===== config.mk =====
export PLATFORM = sky130hd
export DESIGN_NAME = sorted_value_table
export DESIGN_NICKNAME = d
export VERILOG_FILES = /design/src/hw/rtl/svt_pkg.sv /design/src/hw/rtl/svt_cell.sv /design/src/hw/rtl/sorted_value_table.sv
export SDC_FILE = /design/constraint.sdc
export NUM_CORES = 2
export LEC_CHECK = 0
export BUFFER_PORTS_ARGS = -buffer_cell sky130_fd_sc_hd__buf_4
export CAP_MARGIN = 20
export CORE_MARGIN = 2
export CORE_UTILIZATION = 60
export CTS_CLUSTER_SIZE = 20
export DETAILED_ROUTE_END_ITERATION = 12
export GPL_TIMING_DRIVEN = 0
export PLACE_DENSITY = 0.76
export SLEW_MARGIN = 15
export SYNTH_ARGS = -nofsm -noshare
export SYNTH_HDL_FRONTEND = slang
export SYNTH_SLANG_ARGS = --single-unit

===== constraint.sdc =====
create_clock -name clk -period 7 [get_ports clk]
set_clock_uncertainty 0.2 [all_clocks]
set_input_delay 0.35 -clock clk [delete_from_list [all_inputs] [get_ports clk]]
set_output_delay 0.35 -clock clk [all_outputs]
set_load 0.005 [all_outputs]

===== src/hw/rtl/svt_pkg.sv =====
// Package for the sorted value table: sizes, status codes and the cell command struct.
package svt_pkg;

	localparam int Depth = 16;
	localparam int CntW = $clog2(Depth + 1);

	localparam logic [1:0] StOk       = 2'd0;
	localparam logic [1:0] StFull     = 2'd1;
	localparam logic [1:0] StEmpty    = 2'd2;
	localparam logic [1:0] StNotFound = 2'd3;

	localparam logic CmdInsert = 1'b0;
	localparam logic CmdDelete = 1'b1;

	typedef struct packed {
		logic               ins;   // insert shifts right from the slot
		logic               del;   // delete of a present value shifts left
		logic signed [31:0] key;
	} cell_cmd_t;

endpackage


===== src/hw/rtl/svt_cell.sv =====
// One slot of the sorted row: holds a value, compares it to the key, shifts with neighbors.
module svt_cell (
	input  logic                clk,
	input  svt_pkg::cell_cmd_t  cmd,
	input  logic                slot_valid,
	input  logic signed [31:0]  left_value,
	input  logic                left_lt,
	input  logic signed [31:0]  right_value,
	output logic signed [31:0]  value,
	output logic                lt,
	output logic                eq
);
	import svt_pkg::*;

	logic signed [31:0] value_q;

	assign value = value_q;
	assign lt    = slot_valid && (value_q < cmd.key);
	assign eq    = slot_valid && (value_q == cmd.key);

	always_ff @(posedge clk) begin
		if (cmd.ins && !lt) begin
			value_q <= left_lt ? cmd.key : left_value;
		end else if (cmd.del && !lt) begin
			value_q <= right_value;
		end
	end

endmodule


===== src/hw/rtl/sorted_value_table.sv =====
// Top level of the sorted value table: a row of compare-and-shift cells plus result register.
//
//  channel | valid     | ready     | payload
//  in      | in_valid  | in_ready  | command, value
//  out     | out_valid | out_ready | status, entry_count
//
// One transaction per cycle while in_ready is high: every cell compares against the key at once and
// shifts by one slot toward or away from its neighbor in the same cycle.
// The result sits in a register in the cycle after the input is accepted.
// in_ready is high while the result register is empty or being drained.
// Reset clears the count and the result valid; cell contents stay undefined.
module sorted_value_table (
	input  logic               clk,
	input  logic               arst_n,
	input  logic               in_valid,
	output logic               in_ready,
	input  logic               command,
	input  logic signed [31:0] value,
	output logic               out_valid,
	input  logic               out_ready,
	output logic [1:0]         status,
	output logic [4:0]         entry_count
);
	import svt_pkg::*;

	logic [CntW-1:0]    count_q;
	logic               out_valid_q;
	logic [1:0]         status_q;
	logic [4:0]         entry_count_q;

	logic               accept;
	logic               is_full;
	logic               is_empty;
	logic               found;
	logic [1:0]         status_d;
	logic [CntW-1:0]    count_d;
	cell_cmd_t          cmd;

	logic signed [31:0] cell_value [Depth];
	logic [Depth-1:0]   cell_lt;
	logic [Depth-1:0]   cell_eq;

	assign accept   = in_valid && in_ready;
	assign in_ready = !out_valid_q || out_ready;
	assign is_full  = (count_q == CntW'(Depth));
	assign is_empty = (count_q == '0);
	assign found    = |cell_eq;

	assign cmd.key = value;
	assign cmd.ins = accept && (command == CmdInsert) && !is_full;
	assign cmd.del = accept && (command == CmdDelete) && found;

	for (genvar i = 0; i < Depth; i++) begin : g_cell
		svt_cell u_cell (
			.clk         (clk),
			.cmd         (cmd),
			.slot_valid  (count_q > CntW'(i)),
			.left_value  ((i == 0) ? value : cell_value[(i == 0) ? 0 : i - 1]),
			.left_lt     ((i == 0) ? 1'b1 : cell_lt[(i == 0) ? 0 : i - 1]),
			.right_value ((i == Depth - 1) ? value : cell_value[(i == Depth - 1) ? i : i + 1]),
			.value       (cell_value[i]),
			.lt          (cell_lt[i]),
			.eq          (cell_eq[i])
		);
	end

	always_comb begin
		status_d = StOk;
		count_d  = count_q;
		if (command == CmdInsert) begin
			if (is_full) begin
				status_d = StFull;
			end else begin
				count_d = count_q + CntW'(1);
			end
		end else if (is_empty) begin
			status_d = StEmpty;
		end else if (!found) begin
			status_d = StNotFound;
		end else begin
			count_d = count_q - CntW'(1);
		end
	end

	always_ff @(posedge clk or negedge arst_n) begin
		if (!arst_n) begin
			count_q     <= '0;
			out_valid_q <= 1'b0;
		end else begin
			if (accept) begin
				count_q     <= count_d;
				out_valid_q <= 1'b1;
			end else if (out_ready) begin
				out_valid_q <= 1'b0;
			end
		end
	end

	always_ff @(posedge clk) begin
		if (accept) begin
			status_q      <= status_d;
			entry_count_q <= 5'(count_d);
		end
	end

	assign out_valid   = out_valid_q;
	assign status      = status_q;
	assign entry_count = entry_count_q;

	a_count_bound: assert property (@(posedge clk) disable iff (!arst_n)
		count_q <= CntW'(Depth))
		else $error("count above depth");

	a_result_follows: assert property (@(posedge clk) disable iff (!arst_n)
		accept |=> out_valid_q && (entry_count_q == 5'(count_q)))
		else $error("result does not match count");

	a_ok_moves_count: assert property (@(posedge clk) disable iff (!arst_n)
		accept && (status_d == StOk) |=> count_q != $past(count_q))
		else $error("ok result without count change");

	a_refuse_holds: assert property (@(posedge clk) disable iff (!arst_n)
		accept && (status_d != StOk) |=> count_q == $past(count_q))
		else $error("refused item changed count");

endmodule


==> Yosys cells after proc, flatten, opt, wreduce, memory -nomap -nowiden <==
Cells that the tools add are included.
{ "classes": {"add_sub_neg": 2, "magnitude_cmp": 32, "n_eq_ne": 17, "n_mux": 57, "bitwise_logic": 1, "reduce_logical": 107} }
{ "ops": {"columns": ["op", "count"], "rows": [
  ["32-bit 2-to-1 mux", 47],
  ["32-bit equality test", 16],
  ["32-bit < comparator", 16],
  ["1-bit logical AND", 69],
  ["5-bit by 4-bit > comparator with 1-bit output (second input constant)", 8],
  ["2-bit nonzero test", 17],
  ["5-bit by 3-bit > comparator with 1-bit output (second input constant)", 4],
  ["5-bit 2-to-1 mux", 4],
  ["1-bit zero test", 18],
  ["16-bit OR reduction", 1],
  ["5-bit by 1-bit > comparator with 1-bit output (second input constant)", 2],
  ["5-bit by 2-bit > comparator with 1-bit output (second input constant)", 2],
  ["2-bit 2-to-1 mux", 3],
  ["5-bit by 1-bit adder with 5-bit output (second input constant)", 1],
  ["5-bit equality test (second input constant)", 1],
  ["5-bit zero test", 1],
  ["5-bit by 1-bit subtractor with 5-bit output (second input constant)", 1],
  ["1-bit 2-to-1 mux", 3],
  ["1-bit logical OR", 1],
  ["1-bit NOT", 1]
]} }
{ "totals": {"register_bits": 525, "input_bits": 37, "word_cells": 236} }

==> Logic depth before layout (Yosys ltp) <==
{ "depth": {"ltp_word": 8, "ltp_mapped": 14, "depth_no_buf": 10} }

==> Modules after synthesis <==
Synthesis repeated with hierarchy kept, for this count alone.
{ "hier_totals": {"hier_cells": 3749, "hier_area_um2": 42448.2} }
{ "modules_own_cells": {"columns": ["module", "n_inst", "cells_per_inst", "area_each_um2", "seq_area_each_um2"], "rows": [
  ["svt_cell", 16, 226, 2585.0, 960.9],
  ["sorted_value_table", 1, 133, 1088.5, 360.3]
]} }

==> Least setup slack after synthesis <==
Ideal clock, no wire load.
{ "synth_timing": {"path_type": "input to register", "startpoint": "input port value[31]", "endpoint": "register g_cell[1].u_cell.value_q[0], enable pin", "setup_ns": 0.461, "arrival_time_ns": 5.089, "path_slack_ns": 1.250, "cell_stages": 12, "path_buffers": 2, "cell_sequence": "clkbuf_1 -> clkbuf_1 -> inv_1 -> ha_1 -> nand4_1 -> nor4_1 -> nand2_1 -> nor4_1 -> a311oi_1 -> nand4_1 -> a31oi_1 -> nor3_1"} }
{ "synth_via": {"elab_chain_cells": 6, "elab_cells_between_ends": 40, "classes_between": "order compare (1); eq/ne (16); reduce/logical (23)"} }
{ "synth_lines": {"columns": ["element", "line", "source"], "rows": [
  ["start: declaration", "sorted_value_table.sv:18", "input logic signed [31:0] value,"],
  ["parallel branches: the longest is 5 deep, another holds 32-bit < comparator", null, null],
  ["2-bit nonzero test (no line) (*)", null, null],
  ["end signal: assignment", "svt_cell.sv:23", "value_q <= left_lt ? cmd.key : left_value;"],
  ["end signal: assignment", "svt_cell.sv:25", "value_q <= right_value;"],
  ["end: declaration", "svt_cell.sv:15", "logic signed [31:0] value_q;"]
]} }
Mark *: on every way between the ends.
A chain may end at the register's enable or synchronous reset.

==> Worst setup path after layout <==
{ "layout_timing": {"startpoint": "input port value[31]", "endpoint": "register g_cell[10].u_cell.value_q[7], enable pin"} }
{ "layout_via": {"elab_chain_cells": 6, "elab_cells_between_ends": 40, "classes_between": "order compare (1); eq/ne (16); reduce/logical (23)"} }
{ "layout_lines": {"columns": ["element", "line"], "rows": [
  ["parallel branches: the longest is 5 deep, another holds 32-bit < comparator", null],
  ["2-bit nonzero test (no line) (*)", null],
  ["end signal: assignment", "svt_cell.sv:23"],
  ["end signal: assignment", "svt_cell.sv:25"],
  ["end: declaration", "svt_cell.sv:15"]
]} }
Marks and branches as above.

==> impl_metrics.json <==
{
  "track_usage_pct": 37.8,
  "drt_first_pass_iters": 6,
  "antenna_found_initial": 3,
  "slew_headroom_pct": 11.5,
  "ys_seq_area_share_pct": 40.6,
  "final_common_cell": "a21oi_1",
  "seq_area_mm2": 0.0157,
  "cts-root-buf": "clkbuf_16",
  "pre_cts_slack_ps": -823,
  "design_area_mm2": 0.0420,
  "synth_nets": 4362,
  "synthesis.area_mm2": 0.0387,
  "crit_fanout": 32,
  "synth-adder-area-share_pct": 16.7,
  "routabilityCongestion": 1.01,
  "status": "complete, no violations",
  "synth_top_family_by_area": "adder cells",
  "die_y_um": 258,
  "htreeDepth": 2,
  "drive_above_1_share_pct": 6.36,
  "grt_remaining_overflow": 0,
  "syn_area_per_cell_um2": 10.2,
  "ir_worst_vdd_v": 0.000206,
  "die-area_mm2": 0.0666,
  "post-route-min-period_ps": 6900,
  "ys.flop_type": "edfxtp_1",
  "cellLeakagePower_nw": 17.6,
  "post-route-period-util_pct": 98.6,
  "final_util_pct": 65.5,
  "drt-wirelength-per-cell_um": 26.8,
  "worst_setup_path_start_kind": "input port",
  "clk_pin_slew_ps": 60,
  "power_density_mw_per_mm2": 249,
  "area_growth_pct": 8.47,
  "muxShareOfSynthArea_pct": 13.0,
  "drtIter0Drc": 4601,
  "setup_slack_ps": 99.0,
  "core_mm2": 0.0641,
  "clkLatencyLatePin_ps": 670,
  "worstPathCellList": "clkbuf_1 -> clkbuf_1 -> inv_1 -> ha_1 -> nand4_1 -> nor4_2 -> nand2_1 -> nor4_2 -> a311oi_1 -> nand4_1 -> a31o_2 -> clkbuf_1 -> and2_2",
  "grt_first_pass_wirelength_mm": 191,
  "cp_data_required_time_ps": 7070,
  "path_common_cell": "clkbuf_1",
  "synthCells": 3807,
  "dp_hpwl_mm": 102,
  "drc": 0,
  "rsz0062_at_grt": "no",
  "multi_input_area_mm2": 0.0218,
  "critPathBufInv": 4,
  "worstSetupEndpointType": "register",
  "grt_max_degree": 33,
  "initial_core_util_pct": 60.4,
  "setup_viol": 0,
  "path_class": "in -> reg",
  "numClockSinks": 525,
  "synth_seq_cells": 525,
  "synth-async-reset-ratio_pct": 1.14,
  "port_buffers": 13,
  "critPathArrivalTime_ps": 6970,
  "vias_per_cell": 6.84,
  "synth_edf_count": 519,
  "grt_pass1_vias": 31415,
  "wl_mm": 129,
  "layout_common_cells": "a21oi_1, edfxtp_1, ha_1, mux2i_1, nand2_1",
  "placed_area_mm2": 0.0401,
  "worst_slew_pin_slew_ps": 1320,
  "cap_violations": 0,
  "rrSetupSlack_ps": 1360,
  "ios": 46,
  "ys_types": 69,
  "ys_warn_count": 0,
  "hold_violations": 0,
  "clockBufferDepth": 3,
  "clock.fmax_mhz": 145,
  "num_vias": 32842,
  "synth-simple-area-share_pct": 10.4,
  "synth_xor_area_share_pct": 0.136,
  "cts_tree": "done",
  "crit_family": "simple AND/OR/NAND/NOR gates",
  "post_cts_buffers": 0,
  "cts_inserted_buffers": 59,
  "nNetsFinal": 4452,
  "die_x_um": 258,
  "cpMaxStageDelayCell": "and2_2",
  "nFillCells": 5185,
  "synth-compound-area-share_pct": 15.6,
  "antenna_left": 0,
  "crit_path_max_incr_delay_ps": 840,
  "min_path_type": "in -> reg",
  "slew_viol_final": 0,
  "fp-row-count": 93
}
-- what timing repair did --
| action | in CTS | in global routing |
|---|---|---|
| setup endpoints to repair | 306 | 0 |
| endpoints found under the hold margin | 7 | 0 |
| hold buffers | 4 | 0 |
| resized for setup | 1 | 0 |
-- area by class of cell --
class | instances | area share, %
Inverter | 79 | 0.706
Multi-Input combinational cell | 2950 | 51.8
Timing Repair Buffer | 29 | 0.718
Buffer | 253 | 2.46
Tap cell | 855 | 2.55
Sequential cell | 525 | 37.4
Antenna cell | 1 | 0.00596
Clock inverter | 32 | 0.667
Clock buffer | 77 | 3.67
-- per-layer routing --
metal | global-route usage, % | up-vias | wire (um)
met5 | 0 | - | 0
met4 | 17.2 | 0 | 6220
met1 | 53.7 | 15812 | 53500
li1 | - | 14800 | -
met2 | 56.6 | 1937 | 55500
met3 | 6.66 | 293 | 13300
-- metrics by stage --
stage	setup TNS, ps	cells	hold slack [ps]	total power, mW
CTS	0	4796	49.3	10.3
global route	0	4800	94.1	10.8
global placement	-798860	4675	8.23	7.13
finish	0	4801	74.5	10.5
detailed placement	-315470	4683	5.63	7.24
floorplan	0	3807	-146	6.29
-- power breakdown --
part | internal [mW] | leakage [nW] | switching, mW
combinational | 1.20 | 11.9 | 2.13
sequential | 3.81 | 4.81 | 0.183
clock | 1.73 | 0.896 | 1.41
-- worst min-delay path, cell delays in order --
cell and delay (ps):
clkbuf_1 220, nand2_1 200, o22ai_1 110
-- kinds of logic after synthesis --
group | Yosys count
AND/OR/NAND/NOR | 857
flip-flops | 525
AO/OA/AOI/OAI | 1084
adder cells (fa/ha/maj) | 518
multiplexers | 485
XOR/XNOR | 6
buffers and inverters | 332
-- cell usage after synthesis (49+ instances only) --
cell type  number  area share (%)
a21oi_1       599             7.7
edfxtp_1      519              40
ha_1          518              17
mux2i_1       419              11
nand2_1       390             3.8
o21ai_0       244             3.2
clkbuf_1      198             1.9
nand4_1       119             1.9
nor2_1        110             1.1
inv_1          79            0.77
nand3_1        74            0.96
a31oi_1        71             1.1
buf_2          49            0.63
-- state kept, by name, summed over array words and instances (netlist names) --
register	cells
entry_count	5
g_cell.u_cell.value	512
out_valid	1
count_q	5
status	2
-- worst paths after layout --
path,startpoint,to,depth (start not counted)
setup reg to reg,g_cell[6].u_cell.value[26],g_cell[10].u_cell.value[7],10
max in group asynchronous,arst_n,out_valid,3
hold / removal,command,count_q[2],3
hold reg to reg,g_cell[15].u_cell.value[1],g_cell[14].u_cell.value[1],2
min in group asynchronous,arst_n,count_q[4],3
setup / recovery,value[31],g_cell[10].u_cell.value[7],13
Power figures use the tool's default switching activity.
